===== src/sv/idq_pkg.sv =====
// Shared types, sizes and helpers for the indexed double-ended queue.
// Used by the queue core and its testbench; depends on nothing.
package idq_pkg;

    // Storage geometry
    localparam int DEPTH      = 16;
    localparam int WORD_BITS  = 32;
    localparam int ADDR_BITS  = $clog2(DEPTH);
    localparam int SUM_BITS   = ADDR_BITS + 1;
    localparam int COUNT_BITS = $clog2(DEPTH + 1);

    // Fixed beat field widths
    localparam int CMD_BITS   = 3;
    localparam int POS_BITS   = 5;
    localparam int VALUE_BITS = 32;
    localparam int FILL_BITS  = 5;

    typedef enum logic [CMD_BITS-1:0] {
        CMD_ADD_FRONT    = 3'd0,
        CMD_ADD_BACK     = 3'd1,
        CMD_REMOVE_FRONT = 3'd2,
        CMD_REMOVE_BACK  = 3'd3,
        CMD_READ_AT      = 3'd4,
        CMD_WRITE_AT     = 3'd5,
        CMD_INSERT_AT    = 3'd6
    } command_t;

    typedef enum logic [1:0] {
        ST_OK    = 2'd0,
        ST_EMPTY = 2'd1,
        ST_FULL  = 2'd2,
        ST_RANGE = 2'd3
    } status_t;

    typedef struct packed {
        command_t                command;
        logic [POS_BITS-1:0]     position;
        logic [VALUE_BITS-1:0]   value;
    } request_t;

    typedef struct packed {
        logic [VALUE_BITS-1:0]   read_value;
        status_t                 status;
        logic [FILL_BITS-1:0]    fill_count;
    } result_t;

    // Slot of an entry: base plus offset, wrapped once around the store
    function automatic logic [ADDR_BITS-1:0] slot_of(
        input logic [ADDR_BITS-1:0] base,
        input logic [ADDR_BITS-1:0] offset
    );
        logic [SUM_BITS-1:0] sum;
        sum = {1'b0, base} + {1'b0, offset};
        if (sum >= SUM_BITS'(DEPTH))
        begin
            sum = sum - SUM_BITS'(DEPTH);
        end
        return sum[ADDR_BITS-1:0];
    endfunction

    // Keep the low WORD_BITS of a beat value
    function automatic logic [WORD_BITS-1:0] to_word(input logic [VALUE_BITS-1:0] v);
        logic [VALUE_BITS+WORD_BITS-1:0] w;
        w = {{WORD_BITS{1'b0}}, v};
        return w[WORD_BITS-1:0];
    endfunction

    // Zero-extend or trim a stored word to the beat value width
    function automatic logic [VALUE_BITS-1:0] from_word(input logic [WORD_BITS-1:0] d);
        logic [VALUE_BITS+WORD_BITS-1:0] w;
        w = {{VALUE_BITS{1'b0}}, d};
        return w[VALUE_BITS-1:0];
    endfunction

endpackage


===== src/sv/idq_ram.sv =====
// Generic single-write, single-read synchronous RAM with registered read data.
// Standalone; no package dependency.
module idq_ram #(
    parameter int WIDTH = 32,
    parameter int DEPTH = 16
) (
    input  logic                     clk,
    input  logic                     we,
    input  logic [$clog2(DEPTH)-1:0] waddr,
    input  logic [WIDTH-1:0]         wdata,
    input  logic                     re,
    input  logic [$clog2(DEPTH)-1:0] raddr,
    output logic [WIDTH-1:0]         rdata
);

    logic [WIDTH-1:0] mem [DEPTH];
    logic [WIDTH-1:0] rdata_reg;

    always_ff @(posedge clk)
    begin
        if (we)
        begin
            mem[waddr] <= wdata;
        end
        if (re)
        begin
            rdata_reg <= mem[raddr];
        end
    end

    assign rdata = rdata_reg;

endmodule


===== src/sv/indexed_double_ended_queue_core.sv =====
// Indexed double-ended queue core: control sequencer around the entry RAM.
// Depends on idq_pkg (types, sizes, slot arithmetic) and idq_ram.
//
// Usage
//   Command channel: drive request (command, position, value) and raise start.
//   A beat is taken at a rising edge where start is high and busy is low.
//   Result channel: done is high for exactly one cycle and result carries
//   read_value, status and fill_count for that beat. The receiver cannot
//   stall it; a result is taken at the edge that ends its done cycle.
// Latency and throughput
//   Every command but insert gives its result in the cycle after it is
//   taken and busy stays low, so such commands run one per cycle. Reads are
//   issued to the RAM at the accept edge and the RAM's output register
//   feeds read_value directly during the done cycle.
//   Insert at the back finishes like a write. Insert with K entries behind
//   the position walks them through the single RAM port pair, one entry a
//   cycle, then writes the new word: busy is high through the walk and the
//   write, and done is registered from the write state.
// Reset
//   rst_n clears the front pointer, the count and the sequencer; the entry
//   store is not cleared (only held entries are ever read).
module indexed_double_ended_queue_core (
    input  logic              clk,
    input  logic              rst_n,
    input  logic              start,
    output logic              busy,
    input  idq_pkg::request_t request,
    output logic              done,
    output idq_pkg::result_t  result
);

    typedef enum logic [1:0] {
        S_IDLE,
        S_SHIFT,
        S_FINISH
    } state_t;

    // Control state
    state_t                            state_reg, state_next;
    logic [idq_pkg::ADDR_BITS-1:0]     front_reg, front_next;
    logic [idq_pkg::COUNT_BITS-1:0]    count_reg, count_next;
    logic                              done_reg, done_next;
    logic                              rd_sel_reg, rd_sel_next;

    // Insert walk and result payload
    logic [idq_pkg::ADDR_BITS-1:0]     idx_reg, idx_next;
    logic [idq_pkg::ADDR_BITS-1:0]     ins_pos_reg, ins_pos_next;
    logic [idq_pkg::WORD_BITS-1:0]     ins_word_reg, ins_word_next;
    idq_pkg::status_t                  status_reg, status_next;
    logic [idq_pkg::COUNT_BITS-1:0]    fill_reg, fill_next;

    // RAM port
    logic                              ram_we;
    logic [idq_pkg::ADDR_BITS-1:0]     ram_waddr;
    logic [idq_pkg::WORD_BITS-1:0]     ram_wdata;
    logic                              ram_re;
    logic [idq_pkg::ADDR_BITS-1:0]     ram_raddr;
    logic [idq_pkg::WORD_BITS-1:0]     ram_rdata;

    // Decode helpers
    logic [idq_pkg::ADDR_BITS-1:0]     pos_a;
    logic [idq_pkg::ADDR_BITS-1:0]     count_a;
    logic [idq_pkg::ADDR_BITS-1:0]     slot_pos;
    logic [idq_pkg::ADDR_BITS-1:0]     slot_cnt;
    logic [idq_pkg::ADDR_BITS-1:0]     slot_last;
    logic [idq_pkg::ADDR_BITS-1:0]     slot_next_front;
    logic [idq_pkg::ADDR_BITS-1:0]     front_dec;
    logic [idq_pkg::WORD_BITS-1:0]     in_word;
    logic                              is_full;
    logic                              is_empty;
    logic                              pos_lt_cnt;
    logic                              pos_le_cnt;
    logic                              pos_eq_cnt;

    idq_ram #(
        .WIDTH (idq_pkg::WORD_BITS),
        .DEPTH (idq_pkg::DEPTH)
    ) u_entry_ram (
        .clk   (clk),
        .we    (ram_we),
        .waddr (ram_waddr),
        .wdata (ram_wdata),
        .re    (ram_re),
        .raddr (ram_raddr),
        .rdata (ram_rdata)
    );

    // Positions are only used as slot offsets once they are known to be in range,
    // so truncating to the address width is safe there.
    assign pos_a    = idq_pkg::ADDR_BITS'(request.position);
    assign count_a  = idq_pkg::ADDR_BITS'(count_reg);
    assign in_word  = idq_pkg::to_word(request.value);

    assign slot_pos        = idq_pkg::slot_of(front_reg, pos_a);
    assign slot_cnt        = idq_pkg::slot_of(front_reg, count_a);
    assign slot_last       = idq_pkg::slot_of(front_reg, count_a - 1'b1);
    assign slot_next_front = idq_pkg::slot_of(front_reg, idq_pkg::ADDR_BITS'(1));
    assign front_dec       = (front_reg == '0) ? idq_pkg::ADDR_BITS'(idq_pkg::DEPTH - 1)
                                               : front_reg - 1'b1;

    assign is_full    = (count_reg == idq_pkg::COUNT_BITS'(idq_pkg::DEPTH));
    assign is_empty   = (count_reg == '0);
    assign pos_lt_cnt = (32'(request.position) <  32'(count_reg));
    assign pos_le_cnt = (32'(request.position) <= 32'(count_reg));
    assign pos_eq_cnt = (32'(request.position) == 32'(count_reg));

    always_comb
    begin
        state_next    = state_reg;
        front_next    = front_reg;
        count_next    = count_reg;
        done_next     = 1'b0;
        rd_sel_next   = 1'b0;
        idx_next      = idx_reg;
        ins_pos_next  = ins_pos_reg;
        ins_word_next = ins_word_reg;
        status_next   = idq_pkg::ST_OK;

        ram_we    = 1'b0;
        ram_waddr = slot_pos;
        ram_wdata = in_word;
        ram_re    = 1'b0;
        ram_raddr = slot_pos;

        case (state_reg)
            S_IDLE:
            begin
                if (start)
                begin
                    done_next = 1'b1;
                    case (request.command)
                        idq_pkg::CMD_ADD_FRONT:
                        begin
                            if (is_full)
                            begin
                                status_next = idq_pkg::ST_FULL;
                            end
                            else
                            begin
                                ram_we     = 1'b1;
                                ram_waddr  = front_dec;
                                front_next = front_dec;
                                count_next = count_reg + 1'b1;
                            end
                        end
                        idq_pkg::CMD_ADD_BACK:
                        begin
                            if (is_full)
                            begin
                                status_next = idq_pkg::ST_FULL;
                            end
                            else
                            begin
                                ram_we     = 1'b1;
                                ram_waddr  = slot_cnt;
                                count_next = count_reg + 1'b1;
                            end
                        end
                        idq_pkg::CMD_REMOVE_FRONT:
                        begin
                            if (is_empty)
                            begin
                                status_next = idq_pkg::ST_EMPTY;
                            end
                            else
                            begin
                                ram_re      = 1'b1;
                                ram_raddr   = front_reg;
                                rd_sel_next = 1'b1;
                                front_next  = slot_next_front;
                                count_next  = count_reg - 1'b1;
                            end
                        end
                        idq_pkg::CMD_REMOVE_BACK:
                        begin
                            if (is_empty)
                            begin
                                status_next = idq_pkg::ST_EMPTY;
                            end
                            else
                            begin
                                ram_re      = 1'b1;
                                ram_raddr   = slot_last;
                                rd_sel_next = 1'b1;
                                count_next  = count_reg - 1'b1;
                            end
                        end
                        idq_pkg::CMD_READ_AT:
                        begin
                            if (!pos_lt_cnt)
                            begin
                                status_next = idq_pkg::ST_RANGE;
                            end
                            else
                            begin
                                ram_re      = 1'b1;
                                ram_raddr   = slot_pos;
                                rd_sel_next = 1'b1;
                            end
                        end
                        idq_pkg::CMD_WRITE_AT:
                        begin
                            if (!pos_lt_cnt)
                            begin
                                status_next = idq_pkg::ST_RANGE;
                            end
                            else
                            begin
                                ram_we    = 1'b1;
                                ram_waddr = slot_pos;
                            end
                        end
                        idq_pkg::CMD_INSERT_AT:
                        begin
                            if (!pos_le_cnt)
                            begin
                                status_next = idq_pkg::ST_RANGE;
                            end
                            else if (is_full)
                            begin
                                status_next = idq_pkg::ST_FULL;
                            end
                            else if (pos_eq_cnt)
                            begin
                                // Insert at the back: a plain append
                                ram_we     = 1'b1;
                                ram_waddr  = slot_cnt;
                                count_next = count_reg + 1'b1;
                            end
                            else
                            begin
                                // Start the walk: fetch the last entry, it moves to count
                                done_next     = 1'b0;
                                ram_re        = 1'b1;
                                ram_raddr     = slot_last;
                                idx_next      = count_a;
                                ins_pos_next  = pos_a;
                                ins_word_next = in_word;
                                state_next    = S_SHIFT;
                            end
                        end
                        default:
                        begin
                        end
                    endcase
                end
            end

            S_SHIFT:
            begin
                // Drop the fetched entry one place back; fetch the next one down
                ram_we    = 1'b1;
                ram_waddr = idq_pkg::slot_of(front_reg, idx_reg);
                ram_wdata = ram_rdata;
                if ((idx_reg - 1'b1) == ins_pos_reg)
                begin
                    state_next = S_FINISH;
                end
                else
                begin
                    ram_re    = 1'b1;
                    ram_raddr = idq_pkg::slot_of(front_reg, idx_reg - 2'd2);
                    idx_next  = idx_reg - 1'b1;
                end
            end

            S_FINISH:
            begin
                ram_we     = 1'b1;
                ram_waddr  = idq_pkg::slot_of(front_reg, ins_pos_reg);
                ram_wdata  = ins_word_reg;
                count_next = count_reg + 1'b1;
                done_next  = 1'b1;
                state_next = S_IDLE;
            end

            default:
            begin
                state_next = S_IDLE;
            end
        endcase

        fill_next = count_next;
    end

    // Sequencer state, pointers, walk bookkeeping and the registered result
    always_ff @(posedge clk or negedge rst_n)
    begin
        if (!rst_n)
        begin
            state_reg    <= S_IDLE;
            front_reg    <= '0;
            count_reg    <= '0;
            done_reg     <= 1'b0;
            rd_sel_reg   <= 1'b0;
            idx_reg      <= '0;
            ins_pos_reg  <= '0;
            ins_word_reg <= '0;
            status_reg   <= idq_pkg::ST_OK;
            fill_reg     <= '0;
        end
        else
        begin
            state_reg    <= state_next;
            front_reg    <= front_next;
            count_reg    <= count_next;
            done_reg     <= done_next;
            rd_sel_reg   <= rd_sel_next;
            idx_reg      <= idx_next;
            ins_pos_reg  <= ins_pos_next;
            ins_word_reg <= ins_word_next;
            status_reg   <= status_next;
            fill_reg     <= fill_next;
        end
    end

    assign busy = (state_reg != S_IDLE);
    assign done = done_reg;

    always_comb
    begin
        result.read_value = rd_sel_reg ? idq_pkg::from_word(ram_rdata) : '0;
        result.status     = status_reg;
        result.fill_count = idq_pkg::FILL_BITS'(fill_reg);
    end

    // Count never exceeds capacity
    assert property (@(posedge clk) disable iff (!rst_n)
        32'(count_reg) <= idq_pkg::DEPTH)
    else $error("entry count above capacity");

    // Count moves by at most one entry per cycle
    assert property (@(posedge clk) disable iff (!rst_n)
        1'b1 |=> (count_reg == $past(count_reg)) ||
                 (count_reg == $past(count_reg) + 1'b1) ||
                 (count_reg == $past(count_reg) - 1'b1))
    else $error("entry count jumped");

    // A reported count matches the held count
    assert property (@(posedge clk) disable iff (!rst_n)
        done |-> (32'(result.fill_count) == 32'(count_reg)))
    else $error("result count differs from held count");

    // An empty status always reports an empty queue and no word
    assert property (@(posedge clk) disable iff (!rst_n)
        (done && result.status == idq_pkg::ST_EMPTY) |->
            (result.fill_count == '0 && result.read_value == '0))
    else $error("empty status with entries or data");

    // No result strobe while an insert walk is moving entries
    assert property (@(posedge clk) disable iff (!rst_n)
        (state_reg == S_SHIFT) |-> !done_reg)
    else $error("result strobe during insert walk");

endmodule


===== config.mk =====
export PLATFORM = sky130hd
export DESIGN_NAME = indexed_double_ended_queue_core
export DESIGN_NICKNAME = d
export VERILOG_FILES = /design/src/sv/idq_pkg.sv /design/src/sv/idq_ram.sv /design/src/sv/indexed_double_ended_queue_core.sv
export SDC_FILE = /design/constraint.sdc
export NUM_CORES = 1
export LEC_CHECK = 0
export BUFFER_PORTS_ARGS = -buffer_cell sky130_fd_sc_hd__buf_2
export CORE_ASPECT_RATIO = 0.9
export CORE_MARGIN = 2
export CORE_UTILIZATION = 45
export DETAILED_ROUTE_END_ITERATION = 7
export PLACE_DENSITY = 0.65
export SYNTH_ARGS = -nofsm -noshare
export SYNTH_HDL_FRONTEND = slang
export SYNTH_SLANG_ARGS = --single-unit

===== constraint.sdc =====
create_clock -name clk -period 6.38 [get_ports clk]
set_input_delay 0.957 -clock clk [delete_from_list [all_inputs] [get_ports clk]]
set_output_delay 0.957 -clock clk [all_outputs]
set_load 0.005 [all_outputs]

After elaboration in Yosys (flattened, before gate mapping)
Memory sizes are Yosys's and may differ from the RTL's. A register that Yosys moved wholly into a read port is not among the register bits.
Cells that the tools add are included.
- bitwise gates (word level): 2
- multiplexer cells: 85
- reductions and logical operators: 17
- add/sub/neg operators: 20
- equality and inequality tests: 26
- $lt $le $gt $ge: 9
- operator list (kind ; number):
    4-bit 2-to-1 mux ; 29
    32-bit one-hot mux with 2 select lines ; 1
    4-bit by 1-bit subtractor with 4-bit output, second input constant ; 10
    4-bit one-hot mux with 3 select lines ; 3
    5-bit >= comparator, second input constant ; 7
    32-bit 2-to-1 mux ; 1
    4-bit by 4-bit adder with 5-bit output ; 6
    5-bit 2-to-1 mux ; 6
    4-bit one-hot mux with 2 select lines ; 3
    2-bit 2-to-1 mux ; 11
    1-bit 2-to-1 mux ; 21
    2-bit inequality test, second input constant ; 8
    3-bit inequality test, second input constant ; 5
    5-bit one-hot mux with 3 select lines ; 1
    6-bit AND reduction ; 2
    5-bit one-hot mux with 2 select lines ; 1
    3-bit == test, second input constant ; 3
    1-bit one-hot mux with 2 select lines ; 4
    2-bit one-hot mux with 4 select lines ; 1
    8-bit AND reduction ; 1
    2-bit nonzero test ; 4
    2-bit OR reduction ; 4
    7-bit AND reduction ; 1
    3-bit by 2-bit == test with 1-bit output, second input constant ; 2
    22 further kinds ; 24
- RAM bits: 512
- bits in registers: 55
- word-level logic and storage cells: 169
- output and inout bits: 41
- input bits: 43
- memories: 1
- memory list (name ; depth ; bits a word ; read ports ; clocked after Yosys merged registers in ; write ports ; RTL line ; RTL):
    u_entry_ram.mem ; 16 ; 32 ; 1 ; 1 ; 1 ; idq_ram.sv:16 ; logic [WIDTH-1:0] mem [DEPTH];

Depth between registers and ports, before layout
- depth in word-level cells: 10
- gate-level depth with buffers: 16
- mapped depth without buffers: 13

Cells and area by module
A second synthesis with hierarchy kept.
- cells, all modules: 1389
- area, all modules: 24961.4 um^2
- by module, submodules not included (module ; area an instance (um^2) ; instances ; cells an instance ; sequential area each (um^2)):
    idq_ram ; 20174.3 ; 1 ; 838 ; 16335.7
    indexed_double_ended_queue_core ; 4787.1 ; 1 ; 551 ; 1376.3

Least setup slack after synthesis
Ideal clock, no wire load.
- path kind: reg2reg
- from: reg state_reg[0]
- to: mem u_entry_ram.mem[8][0] (enable)
- required time: 5959 ps
- stages on the path, launching flop included: 14
- arrival time: 4210 ps
- path buffers: 3
- clock period less this slack: 4631 ps
- slack: 1749 ps
- setup time: 421 ps
- path through: dfrtp_1 > inv_1 > ha_1 > clkbuf_1 > clkbuf_1 > buf_1 > o21ai_0 > ha_1 > fa_1 > xor2_1 > a221oi_1 > nor2b_1 > nand2b_1 > nor2_1
- cells in the longest elaborated chain, start to end: 5
- elaborated cells between the ends (all ways): 8
- those cells by class: eq/ne (2); mux (4); reduce/logical (2)
- ends and longest elaborated chain (item ; RTL line ; RTL):
    start, declared ; indexed_double_ended_queue_core.sv:39 ; state_t state_reg, state_next;
    start signal, assigned ; indexed_double_ended_queue_core.sv:304 ; state_reg <= state_next;
    2-bit == test / 2-bit by 1-bit == test with 1-bit output (equally long branches) ; indexed_double_ended_queue_core.sv:125 ; case (state_reg)
    2-bit OR reduction (no line) ; -- ;
    1-bit one-hot mux with 2 select lines ; indexed_double_ended_queue_core.sv:125 ;
    1-bit 2-to-1 mux ; idq_ram.sv:21 ; if (we)
    1-bit 2-to-1 mux (not written as such) ; idq_ram.sv:23 ; mem[waddr] <= wdata;
    end, declared ; idq_ram.sv:16 ;
Several ways; a longest one is shown, not always the timed one.

==> results_dict.tcl <==
set metrics [dict create \
    status "complete, no violations" \
    grt_use_met2_pct 35.5 \
    cpPeakStageDelay_ns 0.78 \
    max_freq_mhz 222 \
    grt-ovfl-total 0 \
    ys_seq_area_share_pct 68.8 \
    reg2reg_slack_ns 1.87 \
    drt_iter0_drc 1947 \
    cp.buffers_inverters 3 \
    ys_types 63 \
    syn_avg_cell_area_sq_um 12.5 \
    synth_edf_count 544 \
    min_path_type "reg2reg" \
    grt_pass1_vias 16400 \
    port_buffers 83 \
    syn_nets 2137 \
    clock_path_buffers 3 \
    met1_usage_pct 31.5 \
    wl_per_cell_um 23.0 \
    htreeDepth 2 \
    final_nets 2184 \
    path_delay_family "compound AO/OA/AOI/OAI gates" \
    required_ns 6.81 \
    synth_area_sq_mm 0.0258 \
    netlist_top_cells_area "edfxtp_1 (63%), nand2_1 (7.2%), dfrtp_1 (5.3%), a21oi_1 (3.5%), nand3_1 (2.6%)" \
    critical_path.max_fanout 23 \
    dieArea_sq_mm 0.0592 \
    hold_viol 0 \
    grt_max_degree 131 \
    viasPerCell 5.81 \
    post-cts-setup-buffers 0 \
    tns_ns 0 \
    antenna_found_initial 1 \
    hpwl_mm 35.7 \
    cp-end-kind "flip-flop" \
    tritoncts "done" \
    dr.pass1.iters 5 \
    synth_ff_type "edfxtp_1" \
    drv_slew 0 \
    fin_crit_ns 4.51 \
    cp_slowest_cell "or2_2" \
    core_sq_mm 0.0568 \
    dieWidth_um 256 \
    multi_input_area_sq_mm 0.00755 \
    routed_wl_mm 67.0 \
    cts-buffers-inserted 58 \
    ant_nets 0 \
    vias 17000 \
    cts_resized 0 \
    relSlewSlack_pct 15.2 \
    fill_cells 4836 \
    ys_ff_latch 599 \
    path_clk_slew_ns 0.06 \
    largest_reg_flops 512 \
    grt_usage_pct 22.4 \
    synth_top_area_cell "edfxtp_1" \
    yosysWarnings 0 \
    hold_buffers 0 \
    finalCritPeriodShare_pct 70.7 \
    drc 0 \
    syn_inst 2056 \
    setup_viol 0 \
    tightest_slew_ns 1.27 \
    synthArstFlopShare_pct 9.18 \
    clockRootBuffer "clkbuf_16" \
    insertion_delay_ns 0.64 \
    met3_usage_pct 3.91 \
    area_growth_pct 12.6 \
    drive_gt1_share_pct 13.5 \
    crit_type "reg2reg" \
    start_util_pct 45.3 \
    rows 83 \
    timing.max_cap.violations 0 \
    place.gp.congestion 0.868 \
    grt_pass1_wl_mm 100 \
    final.setup_skew_ns 0.0315 \
    final-seq-area_sq_mm 0.0177 \
    grt_setup_unrepaired "false" \
    critPathArrivalTime_ns 4.95 \
    grt-busiest-layer "met2" \
    cts_sinks 599 \
    synth.top_cell.area_share_pct 63.4 \
    io_pins 84 \
    cp_cell_sequence "inv_1, ha_1, inv_1, ha_1, a21o_1, a21oi_1, xnor2_1, nand3_1, nor3b_1, a211oi_1, or2_2, buf_4, nor2_1, a2111oi_1" \
    fp.dieH_um 231 \
    cp-start-kind "flip-flop" \
]
cells in the final DEF (no fill, tap or decap), types with 14 or more instances in the layout:
cell       instances
a2111oi_1         14
a2111oi_2         17
a21oi_1          182
a22oi_1           36
a32o_1            33
a32oi_1           33
and2_1            34
buf_2             83
buf_4             27
clkbuf_16         58
clkinv_1          16
dfrtp_1           55
edfxtp_1         544
ha_1              30
inv_1             21
mux2_2            39
nand2_1          495
nand3_1          135
nor2_1            81
nor2_4            17
o21ai_0           21
xnor2_1           22
area by class of cell:
cell class / instances / area share (%)
clock buffers: 70 / 5.16
well taps: 765 / 3.30
clock inverters: 39 / 1.30
inverters: 21 / 0.272
diodes: 1 / 0.00863
flip-flops and latches: 599 / 61.1
multi-input cells: 1303 / 26.0
repair buffers: 120 / 2.82
per-layer routing:
layer / wire length, um / vias up
met4: 1580 / 0
met3: 5480 / 114
li1: - / 7653
met5: 0 / -
met1: 28900 / 8477
met2: 31000 / 708
metrics by stage:
step	worst slack [ns]	cell area (sq um)	std cells	utilization (%)	hold WS [ns]
4_1_cts	1.89	29000	2917	51.0	0.512
6_report	1.87	29000	2918	51.0	0.510
5_1_grt	1.52	29000	2917	51.0	0.531
2_1_floorplan	1.75	25800	2056	-	0.480
3_3_place_gp	1.63	27100	2808	47.7	0.490
3_5_place_dp	1.56	27100	2808	47.7	0.498
worst paths after layout:
path	from	to	depth (start not counted)
worst min register to register	ins_word_reg[9]	ins_word_reg[9]	1
max in group asynchronous	rst_n	ins_word_reg[28]	2
worst max register to register	fill_reg[0]	u_entry_ram.rdata[3]	14
min in group asynchronous	rst_n	ins_pos_reg[2]	2
worst max-delay path	fill_reg[0]	u_entry_ram.rdata[3]	14
worst min-delay path	ins_word_reg[9]	ins_word_reg[9]	1
cells in the mapped netlist (all sizes together), types with 5 or more instances:
library cell,n
a32o,33
mux2i,5
ha,33
nor2b,5
xnor2,23
a22oi,36
a2111oi,32
inv,21
clkbuf,62
nor2,98
xor2,8
dfrtp,55
fa,5
and2,34
nand3,136
a31oi,5
a21o,6
o21ai,24
nand2,496
nand2b,8
mux2,39
edfxtp,544
and3,7
a21oi,182
buf,71
o211ai,7
nor3,9
a32oi,33
kinds of logic after synthesis:
logic type / Yosys count / share of synthesized area (%)
mux: 44 / 1.90
simple gates: 806 / 13.2
xor+xnor: 32 / 1.17
buf+inv: 154 / 2.55
flops: 599 / 68.8
compound gates: 383 / 10.4
fa+ha+maj: 38 / 1.99
Power is left out: the tool's default activity adds up to more than one toggle a clock period on the data nets, which glitch-free logic cannot reach.
